[config.mk]
export PLATFORM = sky130hd
export DESIGN_NAME = rotated_sorted_array_search
export DESIGN_NICKNAME = d
export VERILOG_FILES = /design/src/rtl/rsas_pkg.sv /design/src/rtl/rsas_cell.sv /design/src/rtl/rsas_ctrl.sv /design/src/rtl/rotated_sorted_array_search.sv
export SDC_FILE = /design/constraint.sdc
export NUM_CORES = 2
export LEC_CHECK = 0
export ABC_AREA = 1
export ABC_CLOCK_PERIOD_IN_PS = 3100
export BUFFER_PORTS_ARGS = -buffer_cell sky130_fd_sc_hd__buf_2
export CORE_UTILIZATION = 49
export DETAILED_ROUTE_END_ITERATION = 6
export HOLD_SLACK_MARGIN = 0.1
export SYNTH_ARGS = -nofsm -noshare
export SYNTH_HDL_FRONTEND = slang
export SYNTH_SLANG_ARGS = --single-unit
[constraint.sdc]
create_clock -name clk_i -period 3.1 [get_ports clk_i]
set_input_delay 0 -clock clk_i [delete_from_list [all_inputs] [get_ports clk_i]]
set_output_delay 0 -clock clk_i [all_outputs]
set_load 0.01 [all_outputs]
[src/rtl/rsas_pkg.sv]
// ----------------------------------------------------------------------------
// rsas_pkg
// Shared constants for the rotated sorted array search block: default sizes,
// the fixed field widths of the stream items and the opcode values.
// ----------------------------------------------------------------------------
package rsas_pkg;

  // Default sizes of the element ring
  localparam int DEFAULT_MAX_ELEMENTS = 64;
  localparam int DEFAULT_VALUE_WIDTH  = 32;

  // Fixed widths of the item fields
  localparam int FIELD_W   = 32;  // load_value and search_key
  localparam int POS_W     = 6;   // load_index, match_index, pivot_index
  localparam int COUNT_W   = 7;   // element_count register

  localparam logic [COUNT_W-1:0] COUNT_RESET = 7'd64;

  // Item kinds carried on tuser
  localparam logic OPCODE_LOAD   = 1'b0;
  localparam logic OPCODE_SEARCH = 1'b1;

endpackage

[src/rtl/rsas_cell.sv]
// ----------------------------------------------------------------------------
// rsas_cell
// One element cell of the rotating ring. Every cycle it takes the element of
// its upper neighbor; a broadcast write lands in the cell whose position
// matches instead.
// ----------------------------------------------------------------------------
module rsas_cell #(
  parameter int VALUE_WIDTH = 32,
  parameter int INDEX_WIDTH = 6,
  parameter int CELL_INDEX  = 0
) (
  input  logic                          clk_i,
  input  logic                          wr_en_i,
  input  logic        [INDEX_WIDTH-1:0] wr_pos_i,
  input  logic signed [VALUE_WIDTH-1:0] wr_value_i,
  input  logic signed [VALUE_WIDTH-1:0] shift_i,
  output logic signed [VALUE_WIDTH-1:0] value_o
);

  logic signed [VALUE_WIDTH-1:0] value_q, value_d;

  // Rotate, or capture the write aimed at this cell
  always_comb begin
    if (wr_en_i && (wr_pos_i == INDEX_WIDTH'(CELL_INDEX))) begin
      value_d = wr_value_i;
    end else begin
      value_d = shift_i;
    end
  end

  always_ff @(posedge clk_i) begin
    value_q <= value_d;
  end

  assign value_o = value_q;

endmodule

[src/rtl/rsas_ctrl.sv]
// ----------------------------------------------------------------------------
// rsas_ctrl
// Sequencer of the search: keeps the ring phase, decodes load items into ring
// writes, runs the pivot search and the key search one element read at a
// time from the head cell, and holds the result register.
// ----------------------------------------------------------------------------
module rsas_ctrl
  import rsas_pkg::*;
#(
  parameter int MAX_ELEMENTS = DEFAULT_MAX_ELEMENTS,
  parameter int VALUE_WIDTH  = DEFAULT_VALUE_WIDTH,
  parameter int IW           = $clog2(MAX_ELEMENTS)
) (
  input  logic                          clk_i,
  input  logic                          rst_ni,
  // item input
  input  logic                          in_valid_i,
  output logic                          in_ready_o,
  input  logic                          opcode_i,
  input  logic        [POS_W-1:0]       load_index_i,
  input  logic        [FIELD_W-1:0]     load_value_i,
  input  logic        [FIELD_W-1:0]     search_key_i,
  // register write
  input  logic                          cfg_valid_i,
  input  logic        [COUNT_W-1:0]     cfg_data_i,
  // ring
  input  logic signed [VALUE_WIDTH-1:0] head_value_i,
  output logic                          wr_en_o,
  output logic        [IW-1:0]          wr_pos_o,
  output logic signed [VALUE_WIDTH-1:0] wr_value_o,
  // result output
  output logic                          out_valid_o,
  input  logic                          out_ready_i,
  output logic                          found_o,
  output logic        [POS_W-1:0]       match_index_o,
  output logic        [POS_W-1:0]       pivot_index_o
);

  localparam int CW = $clog2(MAX_ELEMENTS + 1);
  localparam int EW = (CW > COUNT_W) ? CW : COUNT_W;
  localparam int LW = (CW > POS_W) ? CW : POS_W;

  typedef enum logic [3:0] {
    S_IDLE,
    S_PIV_HI,
    S_PIV_CHK,
    S_PIV_RD,
    S_HEAD,
    S_TAIL,
    S_SRCH_CHK,
    S_SRCH_RD,
    S_EMIT
  } state_e;

  state_e                        state_q, state_d;
  logic        [IW-1:0]          ph_q, ph_d;
  logic        [COUNT_W-1:0]     count_q, count_d;
  logic        [CW-1:0]          n_q, n_d;
  logic        [CW-1:0]          lo_q, lo_d;
  logic        [CW-1:0]          hi_q, hi_d;
  logic        [IW-1:0]          addr_q, addr_d;
  logic        [IW-1:0]          piv_q, piv_d;
  logic signed [VALUE_WIDTH-1:0] ref_q, ref_d;
  logic signed [VALUE_WIDTH-1:0] head_q, head_d;
  logic signed [VALUE_WIDTH-1:0] key_q, key_d;
  logic                          hit_q, hit_d;
  logic                          out_valid_q, out_valid_d;
  logic                          found_q, found_d;
  logic        [POS_W-1:0]       match_q, match_d;
  logic        [POS_W-1:0]       pivot_q, pivot_d;

  logic                          accept;
  logic                          at_addr;
  logic        [CW:0]            mid_sum;
  logic        [IW-1:0]          mid;
  logic        [EW-1:0]          count_ext;
  logic        [CW-1:0]          n_clamp;
  logic        [LW-1:0]          idx_ext;
  logic                          idx_ok;
  logic        [IW:0]            wr_target;

  assign accept  = in_valid_i && in_ready_o;
  assign at_addr = (ph_q == addr_q);
  assign mid_sum = (CW+1)'(lo_q) + (CW+1)'(hi_q);
  assign mid     = IW'(mid_sum >> 1);

  // Active element count: zero acts as one, large counts clip to the ring size
  always_comb begin
    count_ext = EW'(count_q);
    if (count_ext == '0) begin
      n_clamp = CW'(1);
    end else if (count_ext > EW'(MAX_ELEMENTS)) begin
      n_clamp = CW'(MAX_ELEMENTS);
    end else begin
      n_clamp = CW'(count_ext);
    end
  end

  // Load decode: cell k holds element (k + phase) mod N after the next rotation
  // when k = (index - phase - 1) mod N
  always_comb begin
    idx_ext   = LW'(load_index_i);
    idx_ok    = (idx_ext < LW'(MAX_ELEMENTS));
    wr_target = (IW+1)'(IW'(load_index_i)) + (IW+1)'(MAX_ELEMENTS - 1) - (IW+1)'(ph_q);
    if (wr_target >= (IW+1)'(MAX_ELEMENTS)) begin
      wr_target = wr_target - (IW+1)'(MAX_ELEMENTS);
    end
  end

  assign wr_en_o    = accept && (opcode_i == OPCODE_LOAD) && idx_ok;
  assign wr_pos_o   = IW'(wr_target);
  assign wr_value_o = VALUE_WIDTH'($signed(load_value_i));

  // Ring phase: index of the element now in the head cell
  assign ph_d = (ph_q == IW'(MAX_ELEMENTS - 1)) ? '0 : ph_q + 1'b1;

  assign count_d = cfg_valid_i ? cfg_data_i : count_q;

  // Search sequencer
  always_comb begin
    state_d     = state_q;
    n_d         = n_q;
    lo_d        = lo_q;
    hi_d        = hi_q;
    addr_d      = addr_q;
    piv_d       = piv_q;
    ref_d       = ref_q;
    head_d      = head_q;
    key_d       = key_q;
    hit_d       = hit_q;
    out_valid_d = out_valid_q && !out_ready_i;
    found_d     = found_q;
    match_d     = match_q;
    pivot_d     = pivot_q;
    in_ready_o  = (state_q == S_IDLE);

    unique case (state_q)
      S_IDLE: begin
        if (accept && (opcode_i == OPCODE_SEARCH)) begin
          key_d   = VALUE_WIDTH'($signed(search_key_i));
          n_d     = n_clamp;
          lo_d    = '0;
          hi_d    = n_clamp - 1'b1;
          addr_d  = IW'(n_clamp - 1'b1);
          state_d = S_PIV_HI;
        end
      end
      // Reference element at the upper bound of the pivot search
      S_PIV_HI: begin
        if (at_addr) begin
          ref_d   = head_value_i;
          state_d = S_PIV_CHK;
        end
      end
      S_PIV_CHK: begin
        if (lo_q < hi_q) begin
          addr_d  = mid;
          state_d = S_PIV_RD;
        end else begin
          piv_d = IW'(lo_q);
          if (lo_q != '0) begin
            addr_d  = '0;
            state_d = S_HEAD;
          end else begin
            hi_d    = n_q;
            state_d = S_SRCH_CHK;
          end
        end
      end
      S_PIV_RD: begin
        if (at_addr) begin
          if (head_value_i > ref_q) begin
            lo_d = CW'(addr_q) + 1'b1;
          end else begin
            hi_d  = CW'(addr_q);
            ref_d = head_value_i;
          end
          state_d = S_PIV_CHK;
        end
      end
      // First element of the upper run
      S_HEAD: begin
        if (at_addr) begin
          head_d  = head_value_i;
          addr_d  = IW'(lo_q - 1'b1);
          state_d = S_TAIL;
        end
      end
      // Last element before the pivot picks the run to search
      S_TAIL: begin
        if (at_addr) begin
          if ((key_q >= head_q) && (key_q <= head_value_i)) begin
            lo_d = '0;
            hi_d = CW'(piv_q);
          end else begin
            hi_d = n_q;
          end
          state_d = S_SRCH_CHK;
        end
      end
      S_SRCH_CHK: begin
        if (lo_q < hi_q) begin
          addr_d  = mid;
          state_d = S_SRCH_RD;
        end else begin
          hit_d   = 1'b0;
          state_d = S_EMIT;
        end
      end
      S_SRCH_RD: begin
        if (at_addr) begin
          if (head_value_i == key_q) begin
            hit_d   = 1'b1;
            state_d = S_EMIT;
          end else begin
            if (key_q < head_value_i) begin
              hi_d = CW'(addr_q);
            end else begin
              lo_d = CW'(addr_q) + 1'b1;
            end
            state_d = S_SRCH_CHK;
          end
        end
      end
      // Hand the result over once the output register is free
      S_EMIT: begin
        if (!out_valid_q || out_ready_i) begin
          out_valid_d = 1'b1;
          found_d     = hit_q;
          match_d     = hit_q ? POS_W'(addr_q) : '0;
          pivot_d     = POS_W'(piv_q);
          state_d     = S_IDLE;
        end
      end
      default: begin
        state_d = S_IDLE;
      end
    endcase
  end

  always_ff @(posedge clk_i or negedge rst_ni) begin
    if (!rst_ni) begin
      state_q     <= S_IDLE;
      ph_q        <= '0;
      count_q     <= COUNT_RESET;
      n_q         <= '0;
      lo_q        <= '0;
      hi_q        <= '0;
      addr_q      <= '0;
      piv_q       <= '0;
      ref_q       <= '0;
      head_q      <= '0;
      key_q       <= '0;
      hit_q       <= 1'b0;
      out_valid_q <= 1'b0;
      found_q     <= 1'b0;
      match_q     <= '0;
      pivot_q     <= '0;
    end else begin
      state_q     <= state_d;
      ph_q        <= ph_d;
      count_q     <= count_d;
      n_q         <= n_d;
      lo_q        <= lo_d;
      hi_q        <= hi_d;
      addr_q      <= addr_d;
      piv_q       <= piv_d;
      ref_q       <= ref_d;
      head_q      <= head_d;
      key_q       <= key_d;
      hit_q       <= hit_d;
      out_valid_q <= out_valid_d;
      found_q     <= found_d;
      match_q     <= match_d;
      pivot_q     <= pivot_d;
    end
  end

  assign out_valid_o   = out_valid_q;
  assign found_o       = found_q;
  assign match_index_o = match_q;
  assign pivot_index_o = pivot_q;

endmodule

[src/rtl/rotated_sorted_array_search.sv]
// ----------------------------------------------------------------------------
// rotated_sorted_array_search
// Top level: a ring of element cells that rotates by one place each cycle,
// and the sequencer that loads it and searches it.
// ----------------------------------------------------------------------------
// A load item gives no result. A search item runs a binary search for the
// pivot, reads the two run boundaries if the array is rotated, and runs a
// binary search for the key; every element read waits until the addressed
// element has rotated into the head cell of the ring. A search makes at most
// about 2*log2(MAX_ELEMENTS)+3 such reads, then hands over the result. One
// item is worked on at a time; the next item is taken while the previous
// result still waits in the output register. The element_count register may
// be written at any time the block is idle and is always ready.
// ----------------------------------------------------------------------------
module rotated_sorted_array_search
  import rsas_pkg::*;
#(
  parameter int MAX_ELEMENTS = DEFAULT_MAX_ELEMENTS,
  parameter int VALUE_WIDTH  = DEFAULT_VALUE_WIDTH
) (
  input  logic                  clk_i,
  input  logic                  rst_ni,
  // input items
  input  logic                  s_axis_tvalid,
  output logic                  s_axis_tready,
  input  logic [71:0]           s_axis_tdata,  // load_index[5:0], load_value[37:6],
                                               // search_key[69:38], zero[71:70]
  input  logic                  s_axis_tuser,  // opcode
  // result items
  output logic                  m_axis_tvalid,
  input  logic                  m_axis_tready,
  output logic [15:0]           m_axis_tdata,  // found[0], match_index[6:1],
                                               // pivot_index[12:7], zero[15:13]
  // element_count register
  input  logic                  cfg_valid_i,
  output logic                  cfg_ready_o,
  input  logic [COUNT_W-1:0]    cfg_data_i
);

  localparam int IW = $clog2(MAX_ELEMENTS);

  logic signed [VALUE_WIDTH-1:0] ring_w [MAX_ELEMENTS];
  logic                          wr_en;
  logic        [IW-1:0]          wr_pos;
  logic signed [VALUE_WIDTH-1:0] wr_value;
  logic                          found;
  logic        [POS_W-1:0]       match_index;
  logic        [POS_W-1:0]       pivot_index;

  assign cfg_ready_o = 1'b1;

  // Ring of cells: each one takes its upper neighbor, the last takes the head
  for (genvar k = 0; k < MAX_ELEMENTS; k++) begin : g_cell
    rsas_cell #(
      .VALUE_WIDTH (VALUE_WIDTH),
      .INDEX_WIDTH (IW),
      .CELL_INDEX  (k)
    ) u_cell (
      .clk_i      (clk_i),
      .wr_en_i    (wr_en),
      .wr_pos_i   (wr_pos),
      .wr_value_i (wr_value),
      .shift_i    (ring_w[(k + 1) % MAX_ELEMENTS]),
      .value_o    (ring_w[k])
    );
  end

  // Sequencer
  rsas_ctrl #(
    .MAX_ELEMENTS (MAX_ELEMENTS),
    .VALUE_WIDTH  (VALUE_WIDTH),
    .IW           (IW)
  ) u_ctrl (
    .clk_i         (clk_i),
    .rst_ni        (rst_ni),
    .in_valid_i    (s_axis_tvalid),
    .in_ready_o    (s_axis_tready),
    .opcode_i      (s_axis_tuser),
    .load_index_i  (s_axis_tdata[5:0]),
    .load_value_i  (s_axis_tdata[37:6]),
    .search_key_i  (s_axis_tdata[69:38]),
    .cfg_valid_i   (cfg_valid_i),
    .cfg_data_i    (cfg_data_i),
    .head_value_i  (ring_w[0]),
    .wr_en_o       (wr_en),
    .wr_pos_o      (wr_pos),
    .wr_value_o    (wr_value),
    .out_valid_o   (m_axis_tvalid),
    .out_ready_i   (m_axis_tready),
    .found_o       (found),
    .match_index_o (match_index),
    .pivot_index_o (pivot_index)
  );

  assign m_axis_tdata = {3'b000, pivot_index, match_index, found};

endmodule

Yosys cells after proc, flatten, opt, wreduce, memory -nomap -nowiden
Cells that the tools add are included.
- reduce and logical (&&, ||, !) cells: 92
- $add $sub $neg: 8
- $lt $le $gt $ge: 7
- equality and inequality tests: 94
- muxes and demuxes: 116
- bitwise gates (word level): 2
- operators with widths (kind ; count):
    $mux W32 ; 67
    $eq A6 B6 Y1 const B ; 33
    $mux W7 ; 20
    $eq A6 B5 Y1 const B ; 16
    $logic_and A1 B1 Y1 ; 69
    $pmux W32 S2 ; 1
    $eq A6 B4 Y1 const B ; 8
    $mux W6 ; 8
    $mux W4 ; 9
    $pmux W7 S5 ; 1
    $eq A32 B32 Y1 ; 1
    $ge A32 B32 Y1 ; 1
    $gt A32 B32 Y1 ; 1
    $le A32 B32 Y1 ; 1
    $lt A32 B32 Y1 ; 1
    $pmux W4 S8 ; 1
    $pmux W7 S4 ; 1
    $eq A6 B3 Y1 const B ; 4
    $ne A2 B1 Y1 const B ; 12
    $pmux W6 S4 ; 1
    $eq A4 B3 Y1 const B ; 4
    $ne A2 B2 Y1 const B ; 7
    $eq A6 B2 Y1 const B ; 2
    $sub A6 B1 Y6 const B ; 2
    other kinds (35) ; 48
- input port bits: 85
- bits in registers: 2209

Logic depth before layout (Yosys ltp)
- word-level depth: 7
- gate-level depth with buffers: 22
- depth with buffers taken out: 21

Hierarchy
Synthesis repeated with hierarchy kept, for this count alone.
- cells, all modules: 10780
- area, all modules: 83851.7 um^2
- modules (own cells, without submodules) (module ; cells each ; seq. area each (um^2) ; times used ; area each (um^2)):
    rsas_cell (g_cell[11].u_cell ...) ; 147 ; 640.6 ; 16 ; 1128.6
    rsas_cell (g_cell[12].u_cell ...) ; 146 ; 640.6 ; 11 ; 1124.8
    rsas_cell (g_cell[23].u_cell ...) ; 144 ; 640.6 ; 11 ; 1117.3
    rsas_ctrl ; 1353 ; 4030.1 ; 1 ; 10412.5
    rsas_cell (g_cell[28].u_cell ...) ; 145 ; 640.6 ; 6 ; 1121.1
    rsas_cell (g_cell[10].u_cell ...) ; 153 ; 640.6 ; 4 ; 1224.9
    rsas_cell (g_cell[17].u_cell ...) ; 152 ; 640.6 ; 4 ; 1201.2
    rsas_cell (g_cell[52].u_cell ...) ; 152 ; 640.6 ; 2 ; 1246.2
    rsas_cell (g_cell[13].u_cell ...) ; 153 ; 640.6 ; 2 ; 1227.4
    rsas_cell (g_cell[49].u_cell ...) ; 151 ; 640.6 ; 2 ; 1198.6
    rsas_cell (g_cell[19].u_cell ...) ; 145 ; 640.6 ; 2 ; 1172.4
    rsas_cell (g_cell[55].u_cell ...) ; 143 ; 640.6 ; 2 ; 1113.6
    rsas_cell (g_cell[48].u_cell) ; 152 ; 640.6 ; 1 ; 1193.6
    rsas_cell (g_cell[0].u_cell) ; 148 ; 640.6 ; 1 ; 1132.3
    rotated_sorted_array_search ; 7 ; 0.0 ; 1 ; 45.0

Worst setup path before layout
Ideal clock, no wire load.
- path type: reg2reg
- start point: register u_ctrl.ph_q[0]
- end point: register g_cell[14].u_cell.value_q[14]
- path buffers: 2
- data arrival time: 2.433 ns
- cell stages (with the launch flop): 14
- path slack: 0.538 ns
- period minus slack after synthesis: 2.562 ns
- cells stage by stage: dfrtp_1 inv_1 ha_1 inv_1 fa_1 o21ai_1 xnor2_2 inv_2 nor2_4 buf_4 nand2_2 clkbuf_1 nand2_1 o21ai_0
- word-level cells in the longest chain between the ends: 6
- ends and longest elaborated chain (item ; RTL line ; text):
    from (decl) ; rsas_ctrl.sv:56 ; logic [IW-1:0] ph_q, ph_d;
    from (signal assigned) ; rsas_ctrl.sv:261 ; ph_q <= ph_d;
    $sub A7 B6 Y7 * ; rsas_ctrl.sv:104 ; wr_target = (IW+1)'(IW'(load_index_i)) + (IW+1)'(MAX_ELEMENTS - 1) - (IW+1)'(ph_q);
    $sub A6 B1 Y6 / $ge A7 B7 Y1 (equally long branches) ; rsas_ctrl.sv:106, rsas_ctrl.sv:105 ;
    $mux W6 * ; rsas_ctrl.sv:105 ; if (wr_target >= (IW+1)'(MAX_ELEMENTS)) begin
    $eq A6 B4 Y1 * ; rsas_cell.sv:24 ; if (wr_en_i && (wr_pos_i == INDEX_WIDTH'(CELL_INDEX))) begin
    $logic_and A1 B1 Y1 * ; rsas_cell.sv:24 ;
    $mux W32 * ; rsas_cell.sv:24 ;
    named net g_cell[14].u_cell.value_d[14] ; rsas_cell.sv:20 ; logic signed [VALUE_WIDTH-1:0] value_q, value_d;
    to (signal assigned) ; rsas_cell.sv:32 ; value_q <= value_d;
    to (decl) ; rsas_cell.sv:20 ;
Mark *: on every way through the listed nets, which the timed path passes. The rest lies on a longest branch.
A chain may end at the register's enable or synchronous reset.

Worst setup path in the final report
- start point: register u_ctrl.ph_q[0]
- end point: register g_cell[4].u_cell.value_q[22]
- word-level cells in the longest chain between the ends: 6
- ends and longest elaborated chain (item ; RTL line):
    $sub A7 B6 Y7 * ; rsas_ctrl.sv:104
    $sub A6 B1 Y6 / $ge A7 B7 Y1 (equally long branches) ; rsas_ctrl.sv:106, rsas_ctrl.sv:105
    $mux W6 * ; rsas_ctrl.sv:105
    $eq A6 B3 Y1 * ; rsas_cell.sv:24
    $logic_and A1 B1 Y1 * ; rsas_cell.sv:24
    $mux W32 * ; rsas_cell.sv:24
    named net g_cell[4].u_cell.value_d[22] ; rsas_cell.sv:20
    to (signal assigned) ; rsas_cell.sv:32
    to (decl) ; rsas_cell.sv:20
Marked as above.

==> impl_metrics.toml <==
[routing]
detail_route.first_pass.iterations = 5
totalWireLength_um = 186000
drcViolationCount = 0
drtIter0Drc = 3312
viasPerCell = 5.18
ant_nets = 0
wl_per_cell_um = 17.9
vias = 53951

[logic_synthesis]
synth_top_cell_by_area = "dfxtp_1"
synthCells = 8208
async_reset_ff_share_pct = 7.29
avgSynthCellArea_um2 = 8.80
synth_top_area_share_pct = 56.7
ys_seq_area_share_pct = 62.3
synth_edf_count = 0
synth_cell_types = 52
yosys-top-cells-area = "dfxtp_1 (57%), nand2_1 (13%), o21ai_0 (13%), dfrtp_1 (5.5%), clkbuf_1 (2.6%)"
yosys_register_bits = 2209
ys.flop_type = "dfxtp_1"
yosysWarnings = 0
synth_area_mm2 = 0.0723

[floorplan]
die_x_um = 386
row_count = 140
core_mm2 = 0.146
die_h_um = 386
num_io_pins = 104
dieArea_mm2 = 0.149
start_util_pct = 49.5

[worst_setup_path]
worst-path-stages = 12
critPathMaxStageDelay_ps = 390
worst_r2r_path_depth = 12
path_cells = "inv_1 > ha_1 > inv_1 > fa_1 > o21ai_1 > xnor2_2 > inv_2 > nor4_4 > buf_12 > buf_4 > nand2_1 > o21ai_1"
critPathBufInv = 5
critical_path_class = "reg2reg"
end_kind = "flop"
cp_data_required_time_ps = 3800
crit_family = "buffers and inverters"
slowest_stage = "fa_1"
crit_fanout = 24
cp-start-kind = "flop"
cp.arrival_ps = 3720

[cts]
cts_tree = "built"
clock_latency_ps = 840
cts_root_buffer = "clkbuf_16"
numClockSinks = 2209
htree_levels = 4
clock_path_buffers = 3
cts_made_buffers = 213
clkTransAtPathRegs_ps = 60

[sta]
slew_headroom_pct = 28.2
drv_slew = 0
fin_skew_ps = 72.3
hold_viol_final = 0
fmax_mhz = 332
layout_min_cycle_time_ps = 3020
fin_ws_ps = 85.0
fin_crit_sh_pct = 97.3
worst_pin_slew_ps = 1080
finalSetupViolCount = 0

[grt]
grt_pass1_vias = 50799
antenna_found_initial = 6
grt_max_degree = 71
grt_pass1_wl_um = 292000
grt.total_usage_pct = 25.0
gr-total-overflow = 0

[final_layout]
final_common_cell = "nand2_1"
multi_input_area_mm2 = 0.0238
layout-drive-gt1-share_pct = 9.06
final_cell_mix = "nand2_1 (2,453), dfxtp_1 (2,047), o21ai_0 (1,805)"
final_nets = 8505
fillerInstances = 12874
fin_area_mm2 = 0.0847
seqCellArea_mm2 = 0.0450
area_growth_pct = 17.3

[power_and_ir_drop]
p_per_area_mw_per_mm2 = 670
p_int_mw = 44.6
netSwitchingFraction_pct = 21.5
total_power_mw = 56.8
pwr-share-comb_pct = 2.6
switching_power_mw = 12.2
p_seq_share_pct = 50.3
ir_drop_uv = 518
power_leakage_nw = 33.5
p_clk_share_pct = 47.1

[min_path]
min_path_cells = 6
min_path_type = "in2reg"

[flow_run]
timing.max_cap.violations = 0

[status]
status = "complete, no violations"

[placement]
portBuffers = 97
gp_congestion = 0.862
post-dp-hpwl_um = 111000
place_ws_ps = -45.9
postPlaceCellArea_mm2 = 0.0752
-- power groups by stage --
stage | registers (mW) | logic (mW) | clock network (mW)
2_1_floorplan | 29.2 | 0.652 | 0
3_3_place_gp | 29.2 | 1.27 | 0
3_5_place_dp | 29.2 | 1.28 | 0
5_1_grt | 28.5 | 1.62 | 28.4
6_report | 28.6 | 1.50 | 26.7
4_1_cts | 28.6 | 1.47 | 27.2
-- synthesized netlist by cell type, types with 4 or more instances --
cell	n
o21ai_1	367
a21oi_1	64
dfrtp_1	160
o21a_1	9
a21o_1	4
clkbuf_1	499
nand4_1	13
nand2_1	2467
nand2_2	20
a221oi_1	5
o21ai_0	1820
xnor2_1	5
xor2_1	8
nor2_1	112
nand2_4	20
o22ai_1	4
nor3_1	13
buf_4	6
dfxtp_1	2048
nand3_1	38
ha_1	117
buf_6	10
nor2_4	4
buf_2	96
inv_1	263
-- layer usage --
layer	global-route usage [%]	routed length, µm	vias up
met2	40.2	84400	1129
li1	-	-	26772
met5	0	9	-
met4	6.01	3440	2
met1	34.7	87400	25799
met3	4.34	10800	249
-- logic make-up (layout without fill, tap and decap cells) --
kind of cell             Yosys count  in the layout  synth area share [%]
AND/OR/NAND/NOR                 2700           2700                  14.6
multiplexers                       1              1                0.0156
XOR/XNOR                          15             15                 0.218
adder cells (fa/ha/maj)          119            119                  2.08
other                              2              8                0.0104
AO/OA/AOI/OAI                   2281           2281                  15.9
buffers and inverters            881           1156                  4.90
flip-flops                      2209           2209                  62.3
-- per-stage QoR --
| step | std cells | setup TNS [ps] | utilization [%] | hold WS, ps |
|---|---|---|---|---|
| 6_report | 10406 | 0 | 58.0 | 143 |
| 5_1_grt | 10402 | -6.91 | 58.0 | 152 |
| 4_1_cts | 10393 | 0 | 57.9 | 104 |
| 3_5_place_dp | 9808 | -45.9 | 51.5 | 60.2 |
| 3_3_place_gp | 9808 | -63.0 | 51.5 | 42.6 |
| 2_1_floorplan | 8210 | 0 | - | -296 |
-- what timing repair did --
action / 4_1_cts / 5_1_grt
buffers inserted: 0 / 6
hold buffers: 186 / 0
endpoints found under the hold margin: 1054 / 0
resized for setup: 4 / 33
cloned: 0 / 3
endpoints found under the setup margin: 4 / 484
pin swaps: 0 / 6
-- worst min-delay path: stages --
cell,delay (ps)
buf_2,90
ha_1,270
nand3_1,140
nor2_2,130
nand2_4,200
o21ai_1,80
-- state kept, by name, indices dropped and copies added, names as in the netlist --
name / flops
g_cell.u_cell.value_o: 2048
u_ctrl.addr_q: 6
u_ctrl.count_ext: 7
u_ctrl.found_o: 1
u_ctrl.head_q: 32
u_ctrl.hi_q: 7
u_ctrl.hit_q: 1
u_ctrl.key_q: 32
u_ctrl.lo_q: 7
u_ctrl.match_index_o: 6
u_ctrl.n_q: 7
u_ctrl.out_valid_o: 1
u_ctrl.ph_q: 6
u_ctrl.piv_q: 6
u_ctrl.pivot_index_o: 6
u_ctrl.ref_q: 32
u_ctrl.state_q: 4
-- layout make-up --
cell class                 instances  share of cell area, %
sequential                      2209                   53.1
multi-input combinational       5120                   28.1
clock buffer                     339                   7.86
timing repair buffer             489                   5.87
tap                             1917                   2.83
inverter                         268                   1.24
clock inverter                    60                  0.952
antenna                            4                 0.0118
-- final timing paths --
kind | from | end | slack (ps)
worst max-delay path | u_ctrl.ph_q[0] | g_cell[4].u_cell.value_o[22] | 80
worst min-delay path | s_axis_tdata[0] | g_cell[63].u_cell.value_o[3] | 140
worst max register to register | u_ctrl.ph_q[0] | g_cell[4].u_cell.value_o[22] | 80
worst min register to register | g_cell[42].u_cell.value_o[16] | g_cell[41].u_cell.value_o[16] | 370
max in group asynchronous | rst_ni | u_ctrl.ref_q[7] | 2420
min in group asynchronous | rst_ni | u_ctrl.key_q[12] | 310
(Power assumes the default switching activity.)
